===== config.mk =====
export PLATFORM = sky130hd
export DESIGN_NAME = rtp_nal_fragmenter_top
export DESIGN_NICKNAME = d
export VERILOG_FILES = /design/src/design/rnf_pkg.sv /design/src/design/rnf_core.sv /design/src/design/rnf_serializer.sv /design/src/design/rtp_nal_fragmenter_top.sv
export SDC_FILE = /design/constraint.sdc
export NUM_CORES = 1
export LEC_CHECK = 0
export ABC_AREA = 1
export BUFFER_PORTS_ARGS = -buffer_cell sky130_fd_sc_hd__buf_4
export CAP_MARGIN = 30
export CORE_MARGIN = 5
export CORE_UTILIZATION = 50
export DETAILED_ROUTE_END_ITERATION = 16
export PLACE_DENSITY = 0.68
export SKIP_CTS_REPAIR_TIMING = 1
export SLEW_MARGIN = 40
export SYNTH_ARGS = -nofsm -noshare
export SYNTH_HDL_FRONTEND = slang
export SYNTH_SLANG_ARGS = --single-unit

===== constraint.sdc =====
create_clock -name clk -period 4.85 [get_ports clk]
set_input_delay 0.97 -clock clk [delete_from_list [all_inputs] [get_ports clk]]
set_output_delay 0.97 -clock clk [all_outputs]
set_load 0.1 [all_outputs]

===== src/design/rnf_pkg.sv =====
`timescale 1ns / 1ps

package rnf_pkg;

    localparam int NAL_LEN_W = 20;
    localparam int CHUNK_W   = 11;
    localparam int SEQ_W     = 16;

    // Configuration register indexes.
    localparam logic [0:0] CFG_CODEC_SELECT = 1'b0;
    localparam logic [0:0] CFG_CHUNK_SIZE   = 1'b1;

    localparam logic [CHUNK_W-1:0] CHUNK_MIN   = 11'd16;
    localparam logic [CHUNK_W-1:0] CHUNK_RESET = 11'd1400;

    // FU prefix construction.
    localparam logic [7:0] H264_NRI_MASK   = 8'h60;
    localparam logic [7:0] H264_FU_A_TYPE  = 8'd28;
    localparam logic [7:0] H264_TYPE_MASK  = 8'h1F;
    localparam logic [7:0] H265_KEEP_MASK  = 8'h81;
    localparam logic [7:0] H265_FU_TYPE    = 8'd98;   // type 49 shifted into bits 6:1
    localparam logic [7:0] H265_TYPE_MASK  = 8'h7E;
    localparam logic [7:0] FU_START        = 8'h80;
    localparam logic [7:0] FU_END          = 8'h40;

    typedef struct packed {
        logic [7:0]           nal_byte;
        logic                 first_of_nal;
        logic [NAL_LEN_W-1:0] nal_length;
    } rnf_in_t;

    typedef struct packed {
        logic [7:0]       out_byte;
        logic             packet_start;
        logic             packet_end;
        logic [SEQ_W-1:0] sequence_number;
        logic             last_of_run;
    } rnf_out_t;

    // All results caused by one input item; the payload byte is at last_idx.
    typedef struct packed {
        logic [3:0][7:0]  data;
        logic [1:0]       last_idx;
        logic             start;
        logic             stop;
        logic [SEQ_W-1:0] seq;
    } rnf_bundle_t;

endpackage


===== src/design/rnf_core.sv =====
`timescale 1ns / 1ps

module rnf_core #(
    parameter int LEN_W = 20
) (
    input  logic                       clk,
    input  logic                       rst_n,
    input  logic                       item_valid,
    input  rnf_pkg::rnf_in_t           item,
    input  logic                       codec_select,
    input  logic [rnf_pkg::CHUNK_W-1:0] chunk_size,
    input  logic                       bundle_free,
    output logic                       advance,
    output logic                       load,
    output rnf_pkg::rnf_bundle_t       bundle
);
    import rnf_pkg::*;

    logic [SEQ_W-1:0]   seq_reg, seq_next;
    logic [LEN_W-1:0]   left_reg, left_next;
    logic [CHUNK_W-1:0] fill_reg, fill_next;
    logic               frag_reg, frag_next;
    logic [15:0]        held_reg, held_next;
    logic [1:0]         hidx_reg, hidx_next;
    logic               fc_reg, fc_next;

    logic [CHUNK_W-1:0] csz;
    logic [LEN_W-1:0]   csz_ext;
    logic [LEN_W-1:0]   len_in;
    logic [1:0]         hdr_len;
    logic [7:0]         h0;
    logic [7:0]         h1;
    logic [7:0]         flags;
    logic               has_result;
    logic               stop;
    logic               full_hit;

    always_comb
    begin
        csz     = (chunk_size < CHUNK_MIN) ? CHUNK_MIN : chunk_size;
        csz_ext = LEN_W'(csz);
        len_in  = item.nal_length[LEN_W-1:0];
        if (len_in == '0)
        begin
            len_in = LEN_W'(1);
        end
        hdr_len = codec_select ? 2'd2 : 2'd1;

        seq_next  = seq_reg;
        left_next = left_reg;
        fill_next = fill_reg;
        frag_next = frag_reg;
        held_next = held_reg;
        hidx_next = hidx_reg;
        fc_next   = fc_reg;

        // A first byte restarts the NAL unit before anything else is decided.
        if (item.first_of_nal)
        begin
            left_next = len_in;
            frag_next = len_in > csz_ext;
            hidx_next = 2'd0;
            fill_next = '0;
            fc_next   = 1'b1;
            held_next = 16'h0000;
        end

        h0         = held_next[15:8];
        h1         = held_next[7:0];
        flags      = 8'h00;
        stop       = 1'b0;
        full_hit   = 1'b0;
        has_result = 1'b0;
        bundle     = '0;
        bundle.seq = seq_reg;

        if (left_next != '0)
        begin
            if (!frag_next)
            begin
                has_result       = 1'b1;
                bundle.data[0]   = item.nal_byte;
                bundle.last_idx  = 2'd0;
                bundle.start     = item.first_of_nal;
                bundle.stop      = (left_next == LEN_W'(1));
                if (bundle.stop)
                begin
                    seq_next = seq_reg + 16'd1;
                end
            end
            else if (hidx_next < hdr_len)
            begin
                if (hidx_next == 2'd0)
                begin
                    held_next = {item.nal_byte, 8'h00};
                end
                else
                begin
                    held_next = {held_next[15:8], item.nal_byte};
                end
                hidx_next = hidx_next + 2'd1;
            end
            else
            begin
                has_result = 1'b1;
                full_hit   = ({1'b0, fill_next} + 12'd1) >= {1'b0, csz};
                if (fc_next)
                begin
                    stop = full_hit || (left_next == LEN_W'(1)) ||
                           ((left_next == LEN_W'(2)) &&
                            (({1'b0, fill_next} + 12'd2) <= {1'b0, csz}));
                end
                else
                begin
                    stop = full_hit || (left_next == LEN_W'(1));
                end

                if (fill_next == '0)
                begin
                    if (fc_next)
                    begin
                        flags = FU_START;
                    end
                    else if (left_next <= csz_ext)
                    begin
                        flags = FU_END;
                    end
                    bundle.start = 1'b1;
                    if (codec_select)
                    begin
                        bundle.data[0]  = (h0 & H265_KEEP_MASK) | H265_FU_TYPE;
                        bundle.data[1]  = h1;
                        bundle.data[2]  = ((h0 & H265_TYPE_MASK) >> 1) | flags;
                        bundle.data[3]  = item.nal_byte;
                        bundle.last_idx = 2'd3;
                    end
                    else
                    begin
                        bundle.data[0]  = (h0 & H264_NRI_MASK) | H264_FU_A_TYPE;
                        bundle.data[1]  = (h0 & H264_TYPE_MASK) | flags;
                        bundle.data[2]  = item.nal_byte;
                        bundle.last_idx = 2'd2;
                    end
                end
                else
                begin
                    bundle.data[0]  = item.nal_byte;
                    bundle.last_idx = 2'd0;
                end
                bundle.stop = stop;

                if (stop)
                begin
                    fill_next = '0;
                    fc_next   = 1'b0;
                    seq_next  = seq_reg + 16'd1;
                end
                else
                begin
                    fill_next = fill_next + 11'd1;
                end
            end

            left_next = left_next - LEN_W'(1);
            if (left_next == '0)
            begin
                frag_next = 1'b0;
                fc_next   = 1'b1;
                hidx_next = 2'd0;
                fill_next = '0;
            end
        end
    end

    assign advance = item_valid && (!has_result || bundle_free);
    assign load    = advance && has_result;

    always_ff @(posedge clk or negedge rst_n)
    begin
        if (!rst_n)
        begin
            seq_reg  <= '0;
            left_reg <= '0;
            fill_reg <= '0;
            frag_reg <= 1'b0;
            held_reg <= 16'h0000;
            hidx_reg <= 2'd0;
            fc_reg   <= 1'b1;
        end
        else if (advance)
        begin
            seq_reg  <= seq_next;
            left_reg <= left_next;
            fill_reg <= fill_next;
            frag_reg <= frag_next;
            held_reg <= held_next;
            hidx_reg <= hidx_next;
            fc_reg   <= fc_next;
        end
    end

    // The sequence number only ever steps by one.
    assert property (@(posedge clk) disable iff (!rst_n)
        ##1 (seq_reg == $past(seq_reg)) || (seq_reg == $past(seq_reg) + 16'd1))
        else $error("sequence number jumped");

    // A result bundle is never pushed onto one still being drained.
    assert property (@(posedge clk) disable iff (!rst_n)
        load |-> bundle_free)
        else $error("bundle overwritten");

    // Header bytes are only held while a fragmented NAL unit is open.
    assert property (@(posedge clk) disable iff (!rst_n)
        (hidx_reg != 2'd0) |-> frag_reg)
        else $error("header held outside fragmentation");

endmodule


===== src/design/rnf_serializer.sv =====
`timescale 1ns / 1ps

module rnf_serializer (
    input  logic                 clk,
    input  logic                 rst_n,
    input  logic                 load,
    input  rnf_pkg::rnf_bundle_t bundle,
    output logic                 bundle_free,
    output logic                 out_valid,
    input  logic                 out_ready,
    output rnf_pkg::rnf_out_t    out_item
);
    import rnf_pkg::*;

    rnf_bundle_t bnd_reg;
    logic        valid_reg;
    logic [1:0]  idx_reg;
    logic        take;
    logic        is_last;
    logic        done;

    assign take        = valid_reg && out_ready;
    assign is_last     = (idx_reg == bnd_reg.last_idx);
    assign done        = take && is_last;
    assign bundle_free = !valid_reg || done;

    assign out_valid                = valid_reg;
    assign out_item.out_byte        = bnd_reg.data[idx_reg];
    assign out_item.packet_start    = bnd_reg.start && (idx_reg == 2'd0);
    assign out_item.packet_end      = bnd_reg.stop && is_last;
    assign out_item.sequence_number = bnd_reg.seq;
    assign out_item.last_of_run     = is_last;

    always_ff @(posedge clk or negedge rst_n)
    begin
        if (!rst_n)
        begin
            valid_reg <= 1'b0;
            idx_reg   <= 2'd0;
        end
        else if (load)
        begin
            valid_reg <= 1'b1;
            idx_reg   <= 2'd0;
        end
        else if (done)
        begin
            valid_reg <= 1'b0;
            idx_reg   <= 2'd0;
        end
        else if (take)
        begin
            idx_reg <= idx_reg + 2'd1;
        end
    end

    always_ff @(posedge clk)
    begin
        if (load)
        begin
            bnd_reg <= bundle;
        end
    end

endmodule


===== src/design/rtp_nal_fragmenter_top.sv =====
`timescale 1ns / 1ps

// RTP packetizer for H.264 / H.265 NAL units, one NAL byte per input item.
// Input channel in_valid/in_ready carries nal_byte, first_of_nal and, with
// the first byte, nal_length. Output channel out_valid/out_ready carries one
// payload byte per item with packet start/end marks and the 16-bit sequence
// number of its packet; last_of_run flags the final result of an input byte.
// NAL units up to chunk_size bytes (raised to 16 if smaller) pass as one packet; longer ones
// are cut into FU packets, each opened by a 2-byte (H.264) or 3-byte (H.265)
// prefix. Header bytes of a fragmented NAL produce no output.
// An accepted byte waits in the input register, and its results in the result
// register, before the first of them is offered on out_valid.
// Throughput: one input byte per cycle while each byte yields one result and
// the receiver takes every result; a byte that opens a fragment yields 3
// (H.264) or 4 (H.265) results, sent one by one on the single output byte lane.
// The input register and the result register decouple the two sides, so a
// new byte is taken while a finished result still waits. When the receiver
// stalls, results hold and the input stops once both registers are full.
// Reset clears the sequence number and all NAL state; codec_select returns
// to H.264 and chunk_size to 1400. Configure only while the block is idle.

module rtp_nal_fragmenter_top #(
    parameter int LENGTH_BITS = 20
) (
    input  logic                        clk,
    input  logic                        rst_n,
    input  logic                        cfg_we,
    input  logic [0:0]                  cfg_index,
    input  logic [rnf_pkg::CHUNK_W-1:0] cfg_data,
    input  logic                        in_valid,
    output logic                        in_ready,
    input  rnf_pkg::rnf_in_t            in_item,
    output logic                        out_valid,
    input  logic                        out_ready,
    output rnf_pkg::rnf_out_t           out_item
);
    import rnf_pkg::*;

    localparam int LEN_W = (LENGTH_BITS < NAL_LEN_W) ? LENGTH_BITS : NAL_LEN_W;

    logic               codec_reg;
    logic [CHUNK_W-1:0] chunk_reg;
    logic               item_valid_reg;
    rnf_in_t            item_reg;
    logic               advance;
    logic               load;
    logic               bundle_free;
    rnf_bundle_t        bundle;

    always_ff @(posedge clk or negedge rst_n)
    begin
        if (!rst_n)
        begin
            codec_reg <= 1'b0;
            chunk_reg <= CHUNK_RESET;
        end
        else if (cfg_we)
        begin
            case (cfg_index)
                CFG_CODEC_SELECT: codec_reg <= cfg_data[0];
                CFG_CHUNK_SIZE:   chunk_reg <= cfg_data;
                default:          ;
            endcase
        end
    end

    assign in_ready = !item_valid_reg || advance;

    always_ff @(posedge clk or negedge rst_n)
    begin
        if (!rst_n)
        begin
            item_valid_reg <= 1'b0;
        end
        else if (in_valid && in_ready)
        begin
            item_valid_reg <= 1'b1;
        end
        else if (advance)
        begin
            item_valid_reg <= 1'b0;
        end
    end

    always_ff @(posedge clk)
    begin
        if (in_valid && in_ready)
        begin
            item_reg <= in_item;
        end
    end

    rnf_core #(
        .LEN_W(LEN_W)
    ) u_core (
        .clk         (clk),
        .rst_n       (rst_n),
        .item_valid  (item_valid_reg),
        .item        (item_reg),
        .codec_select(codec_reg),
        .chunk_size  (chunk_reg),
        .bundle_free (bundle_free),
        .advance     (advance),
        .load        (load),
        .bundle      (bundle)
    );

    rnf_serializer u_serializer (
        .clk        (clk),
        .rst_n      (rst_n),
        .load       (load),
        .bundle     (bundle),
        .bundle_free(bundle_free),
        .out_valid  (out_valid),
        .out_ready  (out_ready),
        .out_item   (out_item)
    );

    // A held input byte is not lost while the result side is busy.
    assert property (@(posedge clk) disable iff (!rst_n)
        item_valid_reg && !advance |=> item_valid_reg)
        else $error("held input byte dropped");

    // A packet can only end on the final result of an input byte.
    assert property (@(posedge clk) disable iff (!rst_n)
        out_valid && out_item.packet_end |-> out_item.last_of_run)
        else $error("packet end before last result");

endmodule


==> results by group <==
Status
  – Run status: finished, final reports clean

CTS
  – Clock Latency Late Sink: 0.44 ns
  – Number of clock sinks: 164
  – Root buf cell: sky130_fd_sc_hd__clkbuf_16
  – Clock transition time at the flip-flop clock pins of the worst setup and hold paths: 0.07 ns
  – Clock buffers created by TritonCTS: 17
  – H-tree depth: 4
  – Max clock buf depth: 2
  – TritonCTS clock tree: built

Timing
  – Max-slew headroom: 0.544
  – Total negative slack: 0 ns
  – Highest Clock Rate: 0.226 GHz
  – Final Slew Violations: 0
  – Total of endpoints with negative setup slack in the final report: 0
  – Min Clock Period, post-route: 4.43 ns
  – Final Hold Violating Endpoints: 0
  – Setup repair after global routing missed its margin: false
  – Ratio of final minimum period to clock period: 0.914
  – Actual transition at the worst max-transition pin: 0.684 ns
  – Final worst clock skew: 0.0114 ns
  – Hold WS: 0.477 ns

Final layout
  – Final cell utilization of the core: 0.569
  – Number of flip-flops under the largest register name: 36
  – Synthesis-to-finish area growth: 11.8%
  – Number of nets in the finished design: 1390
  – Fraction of final layout cells with drive strength greater than 1: 0.158
  – Count of filler cells inserted in the layout: 1832
  – FF/Latch Area: 4520 um2
  – Antenna diode count: 0
  – Area of all placed cells without fillers: 11500 um2
  – Multi-input gate area: 4790 um2

Worst setup path
  – Delay of the slowest cell on the worst path: 0.43 ns
  – Critical Path AT: 3.46 ns
  – Element type at the critical path start: flop
  – Critical setup path kind: reg2out
  – Required time of the worst setup path: 3.88 ns
  – Endpoint type of the worst setup path: output pin
  – Cells traversed along the worst timing path: buf_4 > nand2_2 > o21ai_4 > ha_1 > inv_1 > nor2_2 > nand2_2 > nor2_1 > nand3_1 > nand2_1 > inv_1 > nand4_1 > buf_4
  – Max stage delay cell, worst path: sky130_fd_sc_hd__buf_4
  – Largest fanout on the critical path: 40

Global route
  – Vias in the first global route: 7902
  – Total global-route track usage: 0.217
  – Antenna violations before repair: 0
  – First-pass GRT wire length: 41400 um
  – Total overflow reported by the global router: 0
  – Maximum number of pins on one net before global-route repair: 60

Logic synthesis
  – Mean cell area of the mapped netlist: 8.27 um2
  – Synth Warn #: 0
  – Share of flip-flops with an asynchronous set or reset after synthesis: 0.506
  – Seq/Total Area, Yosys: 0.439
  – Count leader, synth: sky130_fd_sc_hd__nand2_1
  – Count of different cell masters after synthesis: 54
  – Number of instances in the synthesized netlist: 1244
  – Share of Yosys cell area claimed by the top area cell type: 0.236
  – Synth area leaders: sky130_fd_sc_hd__edfxtp_1, sky130_fd_sc_hd__dfrtp_1, sky130_fd_sc_hd__nand2_1
  – Mux contribution to synthesized area: 0.00438
  – Net count of the mapped netlist: 1346
  – Simple-gate share of the synthesized area: 0.240
  – Dominant synthesized flop cell: sky130_fd_sc_hd__edfxtp_1
  – Arithmetic-cell share of the synthesized area counting full adders, half adders and majority gates: 0.0681
  – Largest family of logic cells by synthesized area: simple AND/OR/NAND/NOR gates
  – Count of flip-flops with a built-in enable after synthesis: 81
  – Share of the synthesized netlist area taken by xor and xnor gates: 0.0322
  – Number of register bits inferred by synthesis: 164
  – Cell type with the highest aggregate area in the netlist: sky130_fd_sc_hd__edfxtp_1
  – Cell area after synthesis: 10300 um2
  – Share of the synthesized area in compound gates (AO/OA/AOI/OAI): 0.121
  – Top cells by instance count after synthesis: sky130_fd_sc_hd__nand2_1, sky130_fd_sc_hd__inv_1, sky130_fd_sc_hd__nor2_1, sky130_fd_sc_hd__edfxtp_1, sky130_fd_sc_hd__dfrtp_1

Drt
  – Antenna viol nets, final: 0
  – Router iterations before antenna repair: 5
  – Number of DRC violations after detailed-routing iteration 0: 640
  – Vias/cell: 5.38
  – Final routed DRC violation total: 0
  – WL/cell: 16.2 um
  – Total number of vias: 8448
  – Total detailed-routing wirelength: 25500 um

Place
  – HPWL after DPL: 18800 um
  – Cell area reported after detailed placement: 10900 um2
  – Placer Congestion: 0.984
  – Number of buffers added on ports: 74

Power and ir drop
  – Largest voltage drop on the vdd net: 0.293 mV
  – Leakage power summed over all cells: 0.00526 uW
  – P per Cell Area: 627 nW/um2

Job
  – Max capacitance violation total: 0

Floorplanning
  – Starting density of the core: 0.509
  – Total I/O pin count: 75
  – Area enclosed by the die boundary: 23600 um2
  – X dimension of the die: 153 um
  – CORE AREA: 20200 um2
  – Number of placement rows: 52
  – Die Span Y: 153 um

Min path
  – Class of the tightest hold or removal check: reg2reg
## stage by stage
step | worst slack (ns) | total power, uW | instances
3_5_place_dp | 0.847 | 5840 | 1539
6_report | 0.418 | 7210 | 1571
5_1_grt | 0.209 | 7700 | 1571
3_3_place_gp | 0.906 | 5790 | 1539
4_1_cts | 0.387 | 7240 | 1571
2_1_floorplan | 0.610 | 5080 | 1244
## power by group
part | switching [uW] | internal (uW)
combinational | 2600 | 946
clock | 636 | 736
sequential | 278 | 2020
total | 3510 | 3700
## worst max-delay path: cells and delay by family, from the launching register on
family,cells,cell delay (ns)
buffers and inverters,4,0.94
AND/OR/NAND/NOR,7,1.32
flip-flops,1,0.39
AO/OA/AOI/OAI,1,0.14
adder cells (fa/ha/maj),1,0.21
## cells by family after synthesis
logic type / count (synthesis)
fa+ha+maj: 56
compound gates: 210
xor+xnor: 37
flops: 164
buf+inv: 225
mux: 4
simple gates: 548
## cell usage in the layout, fill, tap and decap left out, types with 11 or more instances in the layout
cell type,synthesis,final
sky130_fd_sc_hd__a21oi_1,56,56
sky130_fd_sc_hd__buf_4,20,88
sky130_fd_sc_hd__clkbuf_16,0,17
sky130_fd_sc_hd__dfrtp_1,76,76
sky130_fd_sc_hd__edfxtp_1,81,81
sky130_fd_sc_hd__ha_1,56,56
sky130_fd_sc_hd__inv_1,139,138
sky130_fd_sc_hd__inv_2,21,22
sky130_fd_sc_hd__nand2_1,258,258
sky130_fd_sc_hd__nand2_2,11,11
sky130_fd_sc_hd__nand3_1,70,70
sky130_fd_sc_hd__nand4_1,18,18
sky130_fd_sc_hd__nor2_1,133,133
sky130_fd_sc_hd__nor3_1,15,15
sky130_fd_sc_hd__o21ai_0,47,47
sky130_fd_sc_hd__o21ai_1,36,36
sky130_fd_sc_hd__o22ai_1,16,16
sky130_fd_sc_hd__xor2_1,34,34
## cell type report
type	count	share of cell area
timing repair buffer	88	0.0574
tap	270	0.0294
sequential	164	0.393
clock inverter	14	0.0142
multi-input combinational	855	0.416
clock buffer	18	0.0373
inverter	162	0.0528
## final timing paths
path	start	to	slack, ns	depth (start not counted)
worst max-delay path	item_reg[20]	in_ready	0.42	13
min in group asynchronous	rst_n	u_core.seq_reg[8]	0.57	1
worst min register to register	u_core.seq_reg[13]	u_serializer.out_item[14]	0.48	0
worst min-delay path	u_core.seq_reg[13]	u_serializer.out_item[14]	0.48	0
worst max register to register	item_reg[20]	u_core.seq_reg[6]	0.93	23
max in group asynchronous	rst_n	u_core.left_reg[18]	3.34	2
## metal layers
layer / global-route usage / up-vias / routed length, um / share of wire
li1: - / 4213 / - / -
met1: 0.311 / 3872 / 11800 / 0.46
met2: 0.343 / 328 / 11600 / 0.46
met3: 0.0385 / 35 / 1620 / 0.064
met4: 0.0559 / 0 / 406 / 0.016
met5: 0 / - / 0 / 0
Note: power is estimated with default switching activity, not from simulation.
